<file path="src/sv/pngx_pkg.sv">
package pngx_pkg;

    // Number of Adler-32 trailer bytes held back at the end of the zlib stream.
    localparam int TRAILER_BYTES_DEF = 4;

    // Depth of the queue between the chunk parser and the zlib back end.
    localparam int QUEUE_DEPTH = 2;

    // Chunk names, first byte in the highest bits.
    localparam logic [31:0] NAME_IDAT = 32'h4944_4154;
    localparam logic [31:0] NAME_IEND = 32'h4945_4E44;

    // Operation codes handed from the parser to the back end.
    localparam logic [1:0] OP_IDAT = 2'd0;
    localparam logic [1:0] OP_ERR  = 2'd1;
    localparam logic [1:0] OP_DONE = 2'd2;

    // Result kinds on the output stream.
    localparam logic [1:0] KIND_DATA = 2'd0;
    localparam logic [1:0] KIND_ERR  = 2'd1;
    localparam logic [1:0] KIND_DONE = 2'd2;

    typedef struct packed {
        logic [1:0] op;
        logic [7:0] data;
    } pngx_op_t;

    // The eight bytes of the PNG file signature.
    function automatic logic [7:0] sig_byte(input logic [2:0] idx);
        logic [7:0] value;
        unique case (idx)
            3'd0:    value = 8'h89;
            3'd1:    value = 8'h50;
            3'd2:    value = 8'h4E;
            3'd3:    value = 8'h47;
            3'd4:    value = 8'h0D;
            3'd5:    value = 8'h0A;
            3'd6:    value = 8'h1A;
            3'd7:    value = 8'h0A;
            default: value = 8'h00;
        endcase
        return value;
    endfunction

endpackage

</file>
<file path="src/sv/pngx_front.sv">
module pngx_front
(
    input  logic               clk,
    input  logic               rst_n,
    input  logic               in_valid,
    output logic               in_ready,
    input  logic [7:0]         in_byte,
    output logic               push,
    output pngx_pkg::pngx_op_t push_op,
    input  logic               queue_full
);

    localparam logic [2:0] PH_SIG  = 3'd0;
    localparam logic [2:0] PH_LEN  = 3'd1;
    localparam logic [2:0] PH_NAME = 3'd2;
    localparam logic [2:0] PH_DATA = 3'd3;
    localparam logic [2:0] PH_CRC  = 3'd4;
    localparam logic [2:0] PH_DONE = 3'd5;
    localparam logic [2:0] PH_ERR  = 3'd6;

    logic [2:0]  phase_reg, phase_next;
    logic [2:0]  index_reg, index_next;
    logic [31:0] length_reg, length_next;
    logic [31:0] name_reg, name_next;
    logic [31:0] remain_reg, remain_next;
    logic        accept;

    assign in_ready = !queue_full;
    assign accept   = in_valid && in_ready;

    always_comb
    begin
        phase_next   = phase_reg;
        index_next   = index_reg;
        length_next  = length_reg;
        name_next    = name_reg;
        remain_next  = remain_reg;
        push         = 1'b0;
        push_op.op   = pngx_pkg::OP_IDAT;
        push_op.data = in_byte;
        if (accept)
        begin
            unique case (phase_reg)
                PH_SIG:
                begin
                    if (in_byte != pngx_pkg::sig_byte(index_reg))
                    begin
                        phase_next = PH_ERR;
                        index_next = 3'd0;
                        push       = 1'b1;
                        push_op.op = pngx_pkg::OP_ERR;
                    end
                    else if (index_reg == 3'd7)
                    begin
                        index_next = 3'd0;
                        phase_next = PH_LEN;
                    end
                    else
                    begin
                        index_next = index_reg + 3'd1;
                    end
                end
                PH_LEN:
                begin
                    length_next = {length_reg[23:0], in_byte};
                    if (index_reg == 3'd3)
                    begin
                        index_next = 3'd0;
                        phase_next = PH_NAME;
                    end
                    else
                    begin
                        index_next = index_reg + 3'd1;
                    end
                end
                PH_NAME:
                begin
                    name_next = {name_reg[23:0], in_byte};
                    if (index_reg == 3'd3)
                    begin
                        index_next  = 3'd0;
                        remain_next = length_reg;
                        phase_next  = (length_reg != 32'd0) ? PH_DATA : PH_CRC;
                    end
                    else
                    begin
                        index_next = index_reg + 3'd1;
                    end
                end
                PH_DATA:
                begin
                    remain_next = remain_reg - 32'd1;
                    if (remain_reg == 32'd1)
                    begin
                        phase_next = PH_CRC;
                    end
                    if (name_reg == pngx_pkg::NAME_IDAT)
                    begin
                        push = 1'b1;
                    end
                end
                PH_CRC:
                begin
                    if (index_reg == 3'd3)
                    begin
                        index_next  = 3'd0;
                        length_next = 32'd0;
                        if (name_reg == pngx_pkg::NAME_IEND)
                        begin
                            phase_next = PH_DONE;
                            push       = 1'b1;
                            push_op.op = pngx_pkg::OP_DONE;
                        end
                        else
                        begin
                            phase_next = PH_LEN;
                        end
                    end
                    else
                    begin
                        index_next = index_reg + 3'd1;
                    end
                end
                default:
                begin
                    // Finished or failed: later bytes are dropped.
                end
            endcase
        end
    end

    always_ff @(posedge clk or negedge rst_n)
    begin
        if (!rst_n)
        begin
            phase_reg  <= PH_SIG;
            index_reg  <= 3'd0;
            length_reg <= 32'd0;
            name_reg   <= 32'd0;
            remain_reg <= 32'd0;
        end
        else
        begin
            phase_reg  <= phase_next;
            index_reg  <= index_next;
            length_reg <= length_next;
            name_reg   <= name_next;
            remain_reg <= remain_next;
        end
    end

endmodule

</file>
<file path="src/sv/pngx_queue.sv">
module pngx_queue
(
    input  logic               clk,
    input  logic               rst_n,
    input  logic               push,
    input  pngx_pkg::pngx_op_t push_op,
    output logic               full,
    input  logic               pop,
    output pngx_pkg::pngx_op_t pop_op,
    output logic               empty
);

    localparam int PTR_W = (pngx_pkg::QUEUE_DEPTH > 1) ? $clog2(pngx_pkg::QUEUE_DEPTH) : 1;
    localparam int CNT_W = $clog2(pngx_pkg::QUEUE_DEPTH + 1);

    pngx_pkg::pngx_op_t slot_reg [pngx_pkg::QUEUE_DEPTH];
    logic [PTR_W-1:0]   wr_ptr_reg, wr_ptr_next;
    logic [PTR_W-1:0]   rd_ptr_reg, rd_ptr_next;
    logic [CNT_W-1:0]   count_reg, count_next;
    logic               do_push;
    logic               do_pop;

    assign full    = (count_reg == CNT_W'(pngx_pkg::QUEUE_DEPTH));
    assign empty   = (count_reg == '0);
    assign do_push = push && !full;
    assign do_pop  = pop && !empty;
    assign pop_op  = slot_reg[rd_ptr_reg];

    always_comb
    begin
        wr_ptr_next = wr_ptr_reg;
        rd_ptr_next = rd_ptr_reg;
        count_next  = count_reg;
        if (do_push)
        begin
            wr_ptr_next = (wr_ptr_reg == PTR_W'(pngx_pkg::QUEUE_DEPTH - 1)) ? '0
                                                                             : wr_ptr_reg + PTR_W'(1);
        end
        if (do_pop)
        begin
            rd_ptr_next = (rd_ptr_reg == PTR_W'(pngx_pkg::QUEUE_DEPTH - 1)) ? '0
                                                                             : rd_ptr_reg + PTR_W'(1);
        end
        if (do_push && !do_pop)
        begin
            count_next = count_reg + CNT_W'(1);
        end
        else if (do_pop && !do_push)
        begin
            count_next = count_reg - CNT_W'(1);
        end
    end

    always_ff @(posedge clk or negedge rst_n)
    begin
        if (!rst_n)
        begin
            wr_ptr_reg <= '0;
            rd_ptr_reg <= '0;
            count_reg  <= '0;
        end
        else
        begin
            wr_ptr_reg <= wr_ptr_next;
            rd_ptr_reg <= rd_ptr_next;
            count_reg  <= count_next;
        end
    end

    always_ff @(posedge clk)
    begin
        if (do_push)
        begin
            slot_reg[wr_ptr_reg] <= push_op;
        end
    end

endmodule

</file>
<file path="src/sv/pngx_back.sv">
module pngx_back
#(
    parameter int TRAILER_BYTES = pngx_pkg::TRAILER_BYTES_DEF
)
(
    input  logic               clk,
    input  logic               rst_n,
    input  logic               op_valid,
    input  pngx_pkg::pngx_op_t op,
    output logic               op_pop,
    output logic               out_valid,
    input  logic               out_ready,
    output logic [1:0]         out_kind,
    output logic [7:0]         out_data,
    output logic [7:0]         out_cmf,
    output logic [7:0]         out_flg
);

    localparam int FILL_W = $clog2(TRAILER_BYTES + 1);

    logic [1:0]        seen_reg, seen_next;
    logic [7:0]        cmf_reg, cmf_next;
    logic [7:0]        flg_reg, flg_next;
    logic [FILL_W-1:0] fill_reg, fill_next;
    logic [7:0]        hold_reg [TRAILER_BYTES];
    logic              shift_in;
    logic              valid_reg, valid_next;
    logic [1:0]        kind_reg, kind_next;
    logic [7:0]        data_reg, data_next;
    logic [7:0]        ocmf_reg, ocmf_next;
    logic [7:0]        oflg_reg, oflg_next;

    // Take a new operation whenever the output register is free or being drained.
    assign op_pop = op_valid && (!valid_reg || out_ready);

    always_comb
    begin
        seen_next  = seen_reg;
        cmf_next   = cmf_reg;
        flg_next   = flg_reg;
        fill_next  = fill_reg;
        shift_in   = 1'b0;
        valid_next = valid_reg && !out_ready;
        kind_next  = kind_reg;
        data_next  = data_reg;
        ocmf_next  = ocmf_reg;
        oflg_next  = oflg_reg;
        if (op_pop)
        begin
            unique case (op.op)
                pngx_pkg::OP_IDAT:
                begin
                    if (seen_reg == 2'd0)
                    begin
                        cmf_next  = op.data;
                        seen_next = 2'd1;
                    end
                    else if (seen_reg == 2'd1)
                    begin
                        flg_next  = op.data;
                        seen_next = 2'd2;
                    end
                    else if (fill_reg != FILL_W'(TRAILER_BYTES))
                    begin
                        shift_in  = 1'b1;
                        fill_next = fill_reg + FILL_W'(1);
                    end
                    else
                    begin
                        // Delay line is full: the oldest byte leaves as deflate data.
                        shift_in   = 1'b1;
                        valid_next = 1'b1;
                        kind_next  = pngx_pkg::KIND_DATA;
                        data_next  = hold_reg[0];
                        ocmf_next  = 8'd0;
                        oflg_next  = 8'd0;
                    end
                end
                pngx_pkg::OP_ERR:
                begin
                    valid_next = 1'b1;
                    kind_next  = pngx_pkg::KIND_ERR;
                    data_next  = 8'd0;
                    ocmf_next  = 8'd0;
                    oflg_next  = 8'd0;
                end
                pngx_pkg::OP_DONE:
                begin
                    valid_next = 1'b1;
                    kind_next  = pngx_pkg::KIND_DONE;
                    data_next  = 8'd0;
                    ocmf_next  = cmf_reg;
                    oflg_next  = flg_reg;
                end
                default:
                begin
                end
            endcase
        end
    end

    always_ff @(posedge clk or negedge rst_n)
    begin
        if (!rst_n)
        begin
            seen_reg  <= 2'd0;
            cmf_reg   <= 8'd0;
            flg_reg   <= 8'd0;
            fill_reg  <= '0;
            valid_reg <= 1'b0;
        end
        else
        begin
            seen_reg  <= seen_next;
            cmf_reg   <= cmf_next;
            flg_reg   <= flg_next;
            fill_reg  <= fill_next;
            valid_reg <= valid_next;
        end
    end

    always_ff @(posedge clk)
    begin
        kind_reg <= kind_next;
        data_reg <= data_next;
        ocmf_reg <= ocmf_next;
        oflg_reg <= oflg_next;
        if (shift_in)
        begin
            for (int i = 0; i < TRAILER_BYTES - 1; i++)
            begin
                hold_reg[i] <= hold_reg[i + 1];
            end
            hold_reg[TRAILER_BYTES - 1] <= op.data;
        end
    end

    assign out_valid = valid_reg;
    assign out_kind  = kind_reg;
    assign out_data  = data_reg;
    assign out_cmf   = ocmf_reg;
    assign out_flg   = oflg_reg;

endmodule

</file>
<file path="src/sv/png_chunk_idat_extractor_core.sv">
// Channel   Dir  Signals                         Contents
// s_axis    in   s_axis_tvalid/tready/tdata[7:0] one byte of the PNG file per word
// m_axis    out  m_axis_tvalid/tready/tdata[23:0] data byte, CMF, FLG
//                m_axis_tuser[1:0]               result kind
//
// Each input word is accepted while the queue is not full, so a byte can follow every cycle
// until the queue fills; the parser updates its chunk state in the cycle the word is accepted.
// A result word passes through the two-entry queue and then the back end's output
// register.
// Reset is asynchronous and active low; after it the parser expects the signature.
// A stalled output fills the queue, and s_axis_tready drops only when it is full.
module png_chunk_idat_extractor_core
#(
    parameter int TRAILER_BYTES = pngx_pkg::TRAILER_BYTES_DEF
)
(
    input  logic        clk,
    input  logic        rst_n,
    input  logic        s_axis_tvalid,
    output logic        s_axis_tready,
    input  logic [7:0]  s_axis_tdata,   // [7:0] in_byte
    output logic        m_axis_tvalid,
    input  logic        m_axis_tready,
    output logic [23:0] m_axis_tdata,   // [7:0] data_byte, [15:8] cmf_byte, [23:16] flg_byte
    output logic [1:0]  m_axis_tuser    // [1:0] kind
);

    // Operations from the parser toward the zlib back end.
    logic               push;
    pngx_pkg::pngx_op_t push_op;
    logic               queue_full;
    logic               queue_empty;
    logic               pop;
    pngx_pkg::pngx_op_t pop_op;

    logic [7:0]         out_data;
    logic [7:0]         out_cmf;
    logic [7:0]         out_flg;

    // The front end walks the signature and chunk headers and sends only IDAT data
    // bytes, the signature error and the end marker into the queue.
    pngx_front u_front
    (
        .clk        (clk),
        .rst_n      (rst_n),
        .in_valid   (s_axis_tvalid),
        .in_ready   (s_axis_tready),
        .in_byte    (s_axis_tdata),
        .push       (push),
        .push_op    (push_op),
        .queue_full (queue_full)
    );

    pngx_queue u_queue
    (
        .clk     (clk),
        .rst_n   (rst_n),
        .push    (push),
        .push_op (push_op),
        .full    (queue_full),
        .pop     (pop),
        .pop_op  (pop_op),
        .empty   (queue_empty)
    );

    // The back end captures CMF and FLG, holds the trailer bytes back and drives
    // the registered output word.
    pngx_back
    #(
        .TRAILER_BYTES (TRAILER_BYTES)
    )
    u_back
    (
        .clk       (clk),
        .rst_n     (rst_n),
        .op_valid  (!queue_empty),
        .op        (pop_op),
        .op_pop    (pop),
        .out_valid (m_axis_tvalid),
        .out_ready (m_axis_tready),
        .out_kind  (m_axis_tuser),
        .out_data  (out_data),
        .out_cmf   (out_cmf),
        .out_flg   (out_flg)
    );

    assign m_axis_tdata = {out_flg, out_cmf, out_data};

endmodule

</file>
<file path="config.mk">
export PLATFORM = sky130hd
export DESIGN_NAME = png_chunk_idat_extractor_core
export DESIGN_NICKNAME = d
export VERILOG_FILES = /design/src/sv/pngx_pkg.sv /design/src/sv/pngx_front.sv /design/src/sv/pngx_queue.sv /design/src/sv/pngx_back.sv /design/src/sv/png_chunk_idat_extractor_core.sv
export SDC_FILE = /design/constraint.sdc
export NUM_CORES = 1
export LEC_CHECK = 0
export ABC_CLOCK_PERIOD_IN_PS = 7250
export BUFFER_PORTS_ARGS = -buffer_cell sky130_fd_sc_hd__buf_2
export CORE_ASPECT_RATIO = 0.7
export CORE_MARGIN = 5
export CORE_UTILIZATION = 60
export CTS_CLUSTER_SIZE = 25
export DETAILED_ROUTE_END_ITERATION = 16
export PLACE_DENSITY = 0.78
export SLEW_MARGIN = 15
export SYNTH_ARGS = -nofsm -noshare
export SYNTH_HDL_FRONTEND = slang
export SYNTH_HIERARCHICAL = 1
export SYNTH_SLANG_ARGS = --single-unit
</file>
<file path="constraint.sdc">
create_clock -name clk -period 7.25 [get_ports clk]
set_input_delay 1.45 -clock clk [delete_from_list [all_inputs] [get_ports clk]]
set_output_delay 1.45 -clock clk [all_outputs]
set_load 0.01 [all_outputs]
</file>
======== Word-level counts from Yosys, hierarchy flattened ========
Memories as Yosys holds them, arrays and structs flattened.
Cells that the tools add are included.
operators by class
  eq/ne operators ......................... 23
  reductions and logical operators ........ 40
  bitwise gates (word level) .............. 2
  $add $sub $neg .......................... 7
  muxes and demuxes ....................... 62
operators by type and width
  operator                                               count
  one-hot mux 32 bit (2 select lines)                    2
  equality test 32 x 31 -> 1 bit, second input constant  2
  two-way mux 32 bit                                     2
  two-way mux 8 bit                                      8
  one-hot mux 8 bit (3 select lines)                     2
  two-way mux 3 bit                                      11
  equality test 32 x 1 -> 1 bit, second input constant   1
  nonzero test 32 bit                                    1
  subtractor 32 x 1 -> 32 bit, second input constant     1
  two-way mux 1 bit                                      20
  two-way mux 2 bit                                      10
  one-hot mux 8 bit (2 select lines)                     1
  one-hot mux 3 bit (5 select lines)                     1
  AND reduction 5 bit                                    3
  AND reduction 3 bit                                    4
  nonzero test 2 bit                                     6
  equality test 3 x 2 -> 1 bit, second input constant    3
  != test 2 x 1 -> 1 bit, second input constant          4
  != test 8 bit                                          1
  logical AND 1 bit                                      7
  AND reduction 7 bit                                    1
  adder 3 x 1 -> 3 bit, second input constant            2
  equality test 3 bit, second input constant             2
  zero test 1 bit                                        6
  24 further kinds                                       33
storage, ports and cells
  bits of input ports ..................... 12
  memories ................................ 3
  word-level logic and storage cells ...... 154
  output and inout bits ................... 28
  bits in registers ....................... 154
  RAM bits ................................ 52
  bits in read-only memories .............. 56
memory list
  name              words  bits a word  read ports  clocked after memory_dff  write ports  line              text
  (name not given)  8      7            1           0                         0            pngx_pkg.sv:31    unique case (idx)
  u_back.hold_reg   4      8            4           0                         4            pngx_back.sv:25   logic [7:0] hold_reg [TRAILER_BYTES];
  u_queue.slot_reg  2      10           1           0                         1            pngx_queue.sv:16  pngx_pkg::pngx_op_t slot_reg [pngx_pkg::QUEUE_DEPTH];

======== Logic depth before layout (Yosys ltp) ========
  word-level depth ........................ 13
  depth in mapped cells ................... 14
  gate-level depth less buffers ........... 14

======== Hierarchy ========
Netlist, hierarchy kept.
modules (own cells, without submodules)
  module                         times used  cells each  area an instance (µm²)  seq. area each (µm²)
  pngx_front                     1           532         5327.6                  2552.4
  pngx_back                      1           160         2941.6                  2292.2
  pngx_queue                     1           50          919.6                   700.7
  png_chunk_idat_extractor_core  1           1           3.8                     0.0

======== Worst setup path after synthesis ========
Ideal clock, no wire load.
  kind .................................... input port to flip-flop
  from .................................... input m_axis_tready
  to ...................................... register u_back.ocmf_reg[0], in the netlist u_back/out_cmf[0] (enable)
  path buffers ............................ 1
  setup slack ............................. 3.568 ns
  data required time ...................... 6.829 ns
  setup time .............................. 0.421 ns
  arrival ................................. 3.261 ns
  cell stages on the path ................. 4
  cells stage by stage .................... nand2b_1 buf_2 nand2_1 a211oi_1
between the ends
  longest elaborated chain between the ends .. 3
ends and longest elaborated chain
  element                               line                                 text
  start: declaration                    png_chunk_idat_extractor_core.sv:23  input logic m_axis_tready,
  logical OR 1 bit                      pngx_back.sv:34                      assign op_pop = op_valid && (!valid_reg || out_ready);
  logical AND 1 bit                     pngx_back.sv:34
  AND reduction 5 bit (no source line)  -
  end signal: assignment                pngx_back.sv:126                     ocmf_reg <= ocmf_next;
  end: declaration                      pngx_back.sv:30                      logic [7:0] ocmf_reg, ocmf_next;
Every way passes these cells.
A chain may end at the register's enable or synchronous reset.

======== Worst setup path in the final report ========
  from .................................... input s_axis_tdata[3]
  to ...................................... memory u_queue/slot_reg[0][1] (netlist bit) (enable)
between the ends
  longest elaborated chain between the ends .. 7
ends and longest elaborated chain
  element                                  line                                 text
  start: declaration                       png_chunk_idat_extractor_core.sv:21  input logic [7:0] s_axis_tdata,
  != test 8 bit                            pngx_front.sv:46                     if (in_byte != pngx_pkg::sig_byte(index_reg))
  two-way mux 1 bit                        pngx_front.sv:46
  one-hot mux 1 bit (3 select lines)       pngx_front.sv:43                     unique case (phase_reg)
  two-way mux 1 bit                        pngx_front.sv:41                     if (accept)
  named net push                           png_chunk_idat_extractor_core.sv:29  logic push;
  logical AND 1 bit                        pngx_queue.sv:25                     assign do_push = push && !full;
  two-way mux 1 bit                        pngx_queue.sv:72                     if (do_push)
  two-way mux 1 bit (implied by the code)  pngx_queue.sv:74                     slot_reg[wr_ptr_reg] <= push_op;
  end: declaration                         pngx_queue.sv:16
The timed path passes the listed nets, and every way through them passes these cells.

==> impl_metrics.py <==
metrics = {
    "outcome": {
        "status": "completed",
    },
    "floorplanning": {
        "num_io_pins": 40,
        "die_h_um": 114,
        "core-area_um2": 14900,
        "rows": 37,
        "initial_core_util_pct": 61.9,
        "die_x_um": 158,
        "die_area_um2": 17900,
    },
    "cells_and_area": {
        "drive_gt1_share_pct": 17.9,
        "fin_util_pct": 68.0,
        "syn_to_final_growth_pct": 9.98,
        "fin_nets": 799,
        "num_antenna_cells": 0,
    },
    "timing": {
        "maxSlewViolCount": 0,
        "finalSetupViolCount": 0,
        "fin_crit_ns": 3.80,
        "finalSetupTns_ns": 0,
        "final-hold-violation-count": 0,
        "worst_pin_slew_ns": 1.06,
        "maxClockFrequency_mhz": 263,
        "finClkSkew_ns": 0.0145,
        "rsz0062_at_grt": "false",
        "period_share_pct": 52.4,
        "slew-limit-headroom_pct": 29.3,
    },
    "logic_synthesis": {
        "synthCells": 743,
        "ys_top_cells_by_count": "128 x dfrtp_1, 78 x edfxtp_1, 49 x mux2_2",
        "syn_area_um2": 9190,
        "synth_edf_count": 78,
        "synth.most_common_cell": "dfrtp_1",
        "synth.area.top_cells": "dfrtp_1 35%, edfxtp_1 25%, mux2_2 6.0%",
        "ys_ff_latch": 206,
        "synth.largest_area_cell": "dfrtp_1",
        "netlist-cell-type-count": 64,
        "synth_seq_area_share_pct": 60.3,
        "syn_area_per_cell_um2": 12.4,
        "yosysWarnings": 6,
        "ys_async_sr_fraction_pct": 62.1,
        "synth_nets": 773,
        "synth_top_area_share_pct": 34.8,
        "ys.flop_type": "dfrtp_1",
    },
    "pwr": {
        "p_leak_uw": 0.00433,
        "irDropWorstVdd_mv": 0.219,
        "power_density_nw_per_um2": 241,
    },
    "worst_setup_path": {
        "crit_family": "simple AND/OR/NAND/NOR gates",
        "cp_max_fo": 10,
        "cp-start-kind": "input pin",
        "cp-end-kind": "register",
        "reg2reg_depth": 5,
        "crit_arrival_ns": 3.90,
        "critPathMaxStageDelay_ns": 0.66,
        "critPathRequiredTime_ns": 7.35,
        "path_class": "in -> reg",
        "cp_common_cell": "a31o_1",
        "r2r_start": "u_front/phase_reg[0]",
        "path_cells": "buf_2, xor2_1, a31o_1, a32oi_1, o31ai_1, nor4_1, a31o_1, nand2_2, nor2_1",
        "r2r-end": "u_queue/slot_reg[0][1]",
        "slowest_stage": "nor2_1",
        "rrSetupSlack_ns": 3.65,
        "crit_cells": 9,
        "critPathBufInv": 1,
    },
    "placed_design": {
        "dp_hpwl_um": 13600,
        "port_buffers": 39,
        "place.gp.congestion": 0.934,
    },
    "global_route": {
        "antenna_found_initial": 0,
        "grt_overflow_total": 0,
        "grt_pass1_vias": 6272,
        "track_usage_pct": 23.3,
        "grt_first_pass_wirelength_um": 33500,
        "grt_max_degree": 72,
    },
    "worst_hold_path": {
        "min_path_cells": 0,
        "holdCritStartpoint": "u_back/hold_reg[1][2]",
        "hold-path-endpoint": "u_back/hold_reg[0][2]",
        "min_path_type": "reg -> reg",
    },
    "cts": {
        "post_cts_buffers": 0,
        "cts_resized": 0,
        "holdBufCountCts": 0,
        "cts.clk_slew.worst_paths_ns": 0.06,
        "htree_levels": 1,
        "root_buffer": "clkbuf_16",
        "cts_sinks": 206,
        "numCtsBuffers": 19,
        "clock_latency_ns": 0.48,
        "cts_tree": "built",
        "cts_buffer_depth": 3,
    },
    "detailed_routing": {
        "routed_via_density": 6.55,
        "drt_drc_violations_left": 0,
        "antenna_left": 0,
        "vias": 6395,
        "drt_pass1_iterations": 6,
        "drt_wl_total_um": 20200,
        "drtIter0Drc": 807,
        "avgRoutedWirePerCell_um": 20.7,
    },
    "flow_run": {
        "drv_cap": 0,
    },
}
stage by stage:
step / instances / hold WS (ns) / instance area, um^2 / total power [uW] / setup slack, ns
after floorplan: 743 / 0.400 / 9190 / 1440 / 3.57
final: 976 / 0.420 / 10100 / 2440 / 3.45
after detailed placement: 943 / 0.405 / 9520 / 1510 / 3.00
after global placement: 943 / 0.401 / 9520 / 1490 / 3.26
after CTS: 976 / 0.421 / 10100 / 2450 / 3.49
after global routing: 976 / 0.428 / 10100 / 2540 / 3.22
worst max-delay path by stage:
stage | slack, ns | end | start
2_1_floorplan | 3.57 | u_back/out_cmf[0] | m_axis_tready
3_3_place_gp | 3.26 | u_queue/slot_reg[0][3] | s_axis_tdata[1]
3_5_place_dp | 3.00 | u_queue/slot_reg[0][3] | s_axis_tdata[3]
4_1_cts | 3.49 | u_queue/slot_reg[0][1] | s_axis_tdata[3]
5_1_grt | 3.22 | u_queue/slot_reg[0][1] | s_axis_tdata[3]
6_report | 3.45 | u_queue/slot_reg[0][1] | s_axis_tdata[3]
where the power goes:
part	internal (uW)	total, uW	switching [uW]	leakage, uW
Combinational	70.2	192	121	0.00156
Clock	548	950	401	0.000282
Sequential	1250	1300	53.9	0.00249
cells by family after synthesis:
kind of cell | after synthesis | synth area share [%]
muxes | 65 | 7.88
AOI/OAI and AO/OA | 167 | 12.1
xor gates and xnor gates | 11 | 1.05
adders and majority gates | 18 | 2.45
buffers and inverters | 65 | 3.10
DFF | 206 | 60.3
and+or+nand+nor | 211 | 13.1
cell usage in the layout, fill, tap and decap left out, drive strengths merged, types with 8 or more instances in the layout:
| master | count |
|---|---|
| dfrtp | 128 |
| edfxtp | 78 |
| mux2 | 59 |
| buf | 47 |
| nand2 | 40 |
| a21oi | 40 |
| nor2 | 39 |
| o21ai | 38 |
| a22o | 34 |
| clkbuf | 27 |
| inv | 23 |
| and2 | 20 |
| nor4 | 19 |
| ha | 18 |
| nor2b | 16 |
| nand4 | 14 |
| nor3 | 14 |
| o22ai | 13 |
| nand3 | 12 |
| and3 | 8 |
| nor4b | 8 |
| a22oi | 8 |
cell type report:
cell class / count / area [um^2]
clock buffers: 27 / 536
clock inverters: 6 / 52.6
flip-flops and latches: 206 / 5550
multi-input cells: 472 / 3390
fillers: 995 / 4750
well taps: 195 / 244
inverters: 23 / 86.3
repair buffers: 47 / 258
metal layers:
metal	GRT usage [%]	up-vias	share of wire (%)
met3	4.32	48	9.4
met2	34.7	360	45
met1	35.8	3170	43
met5	0	-	0
met4	5.51	0	2.0
li1	-	2817	-
(Power assumes the default switching activity.)
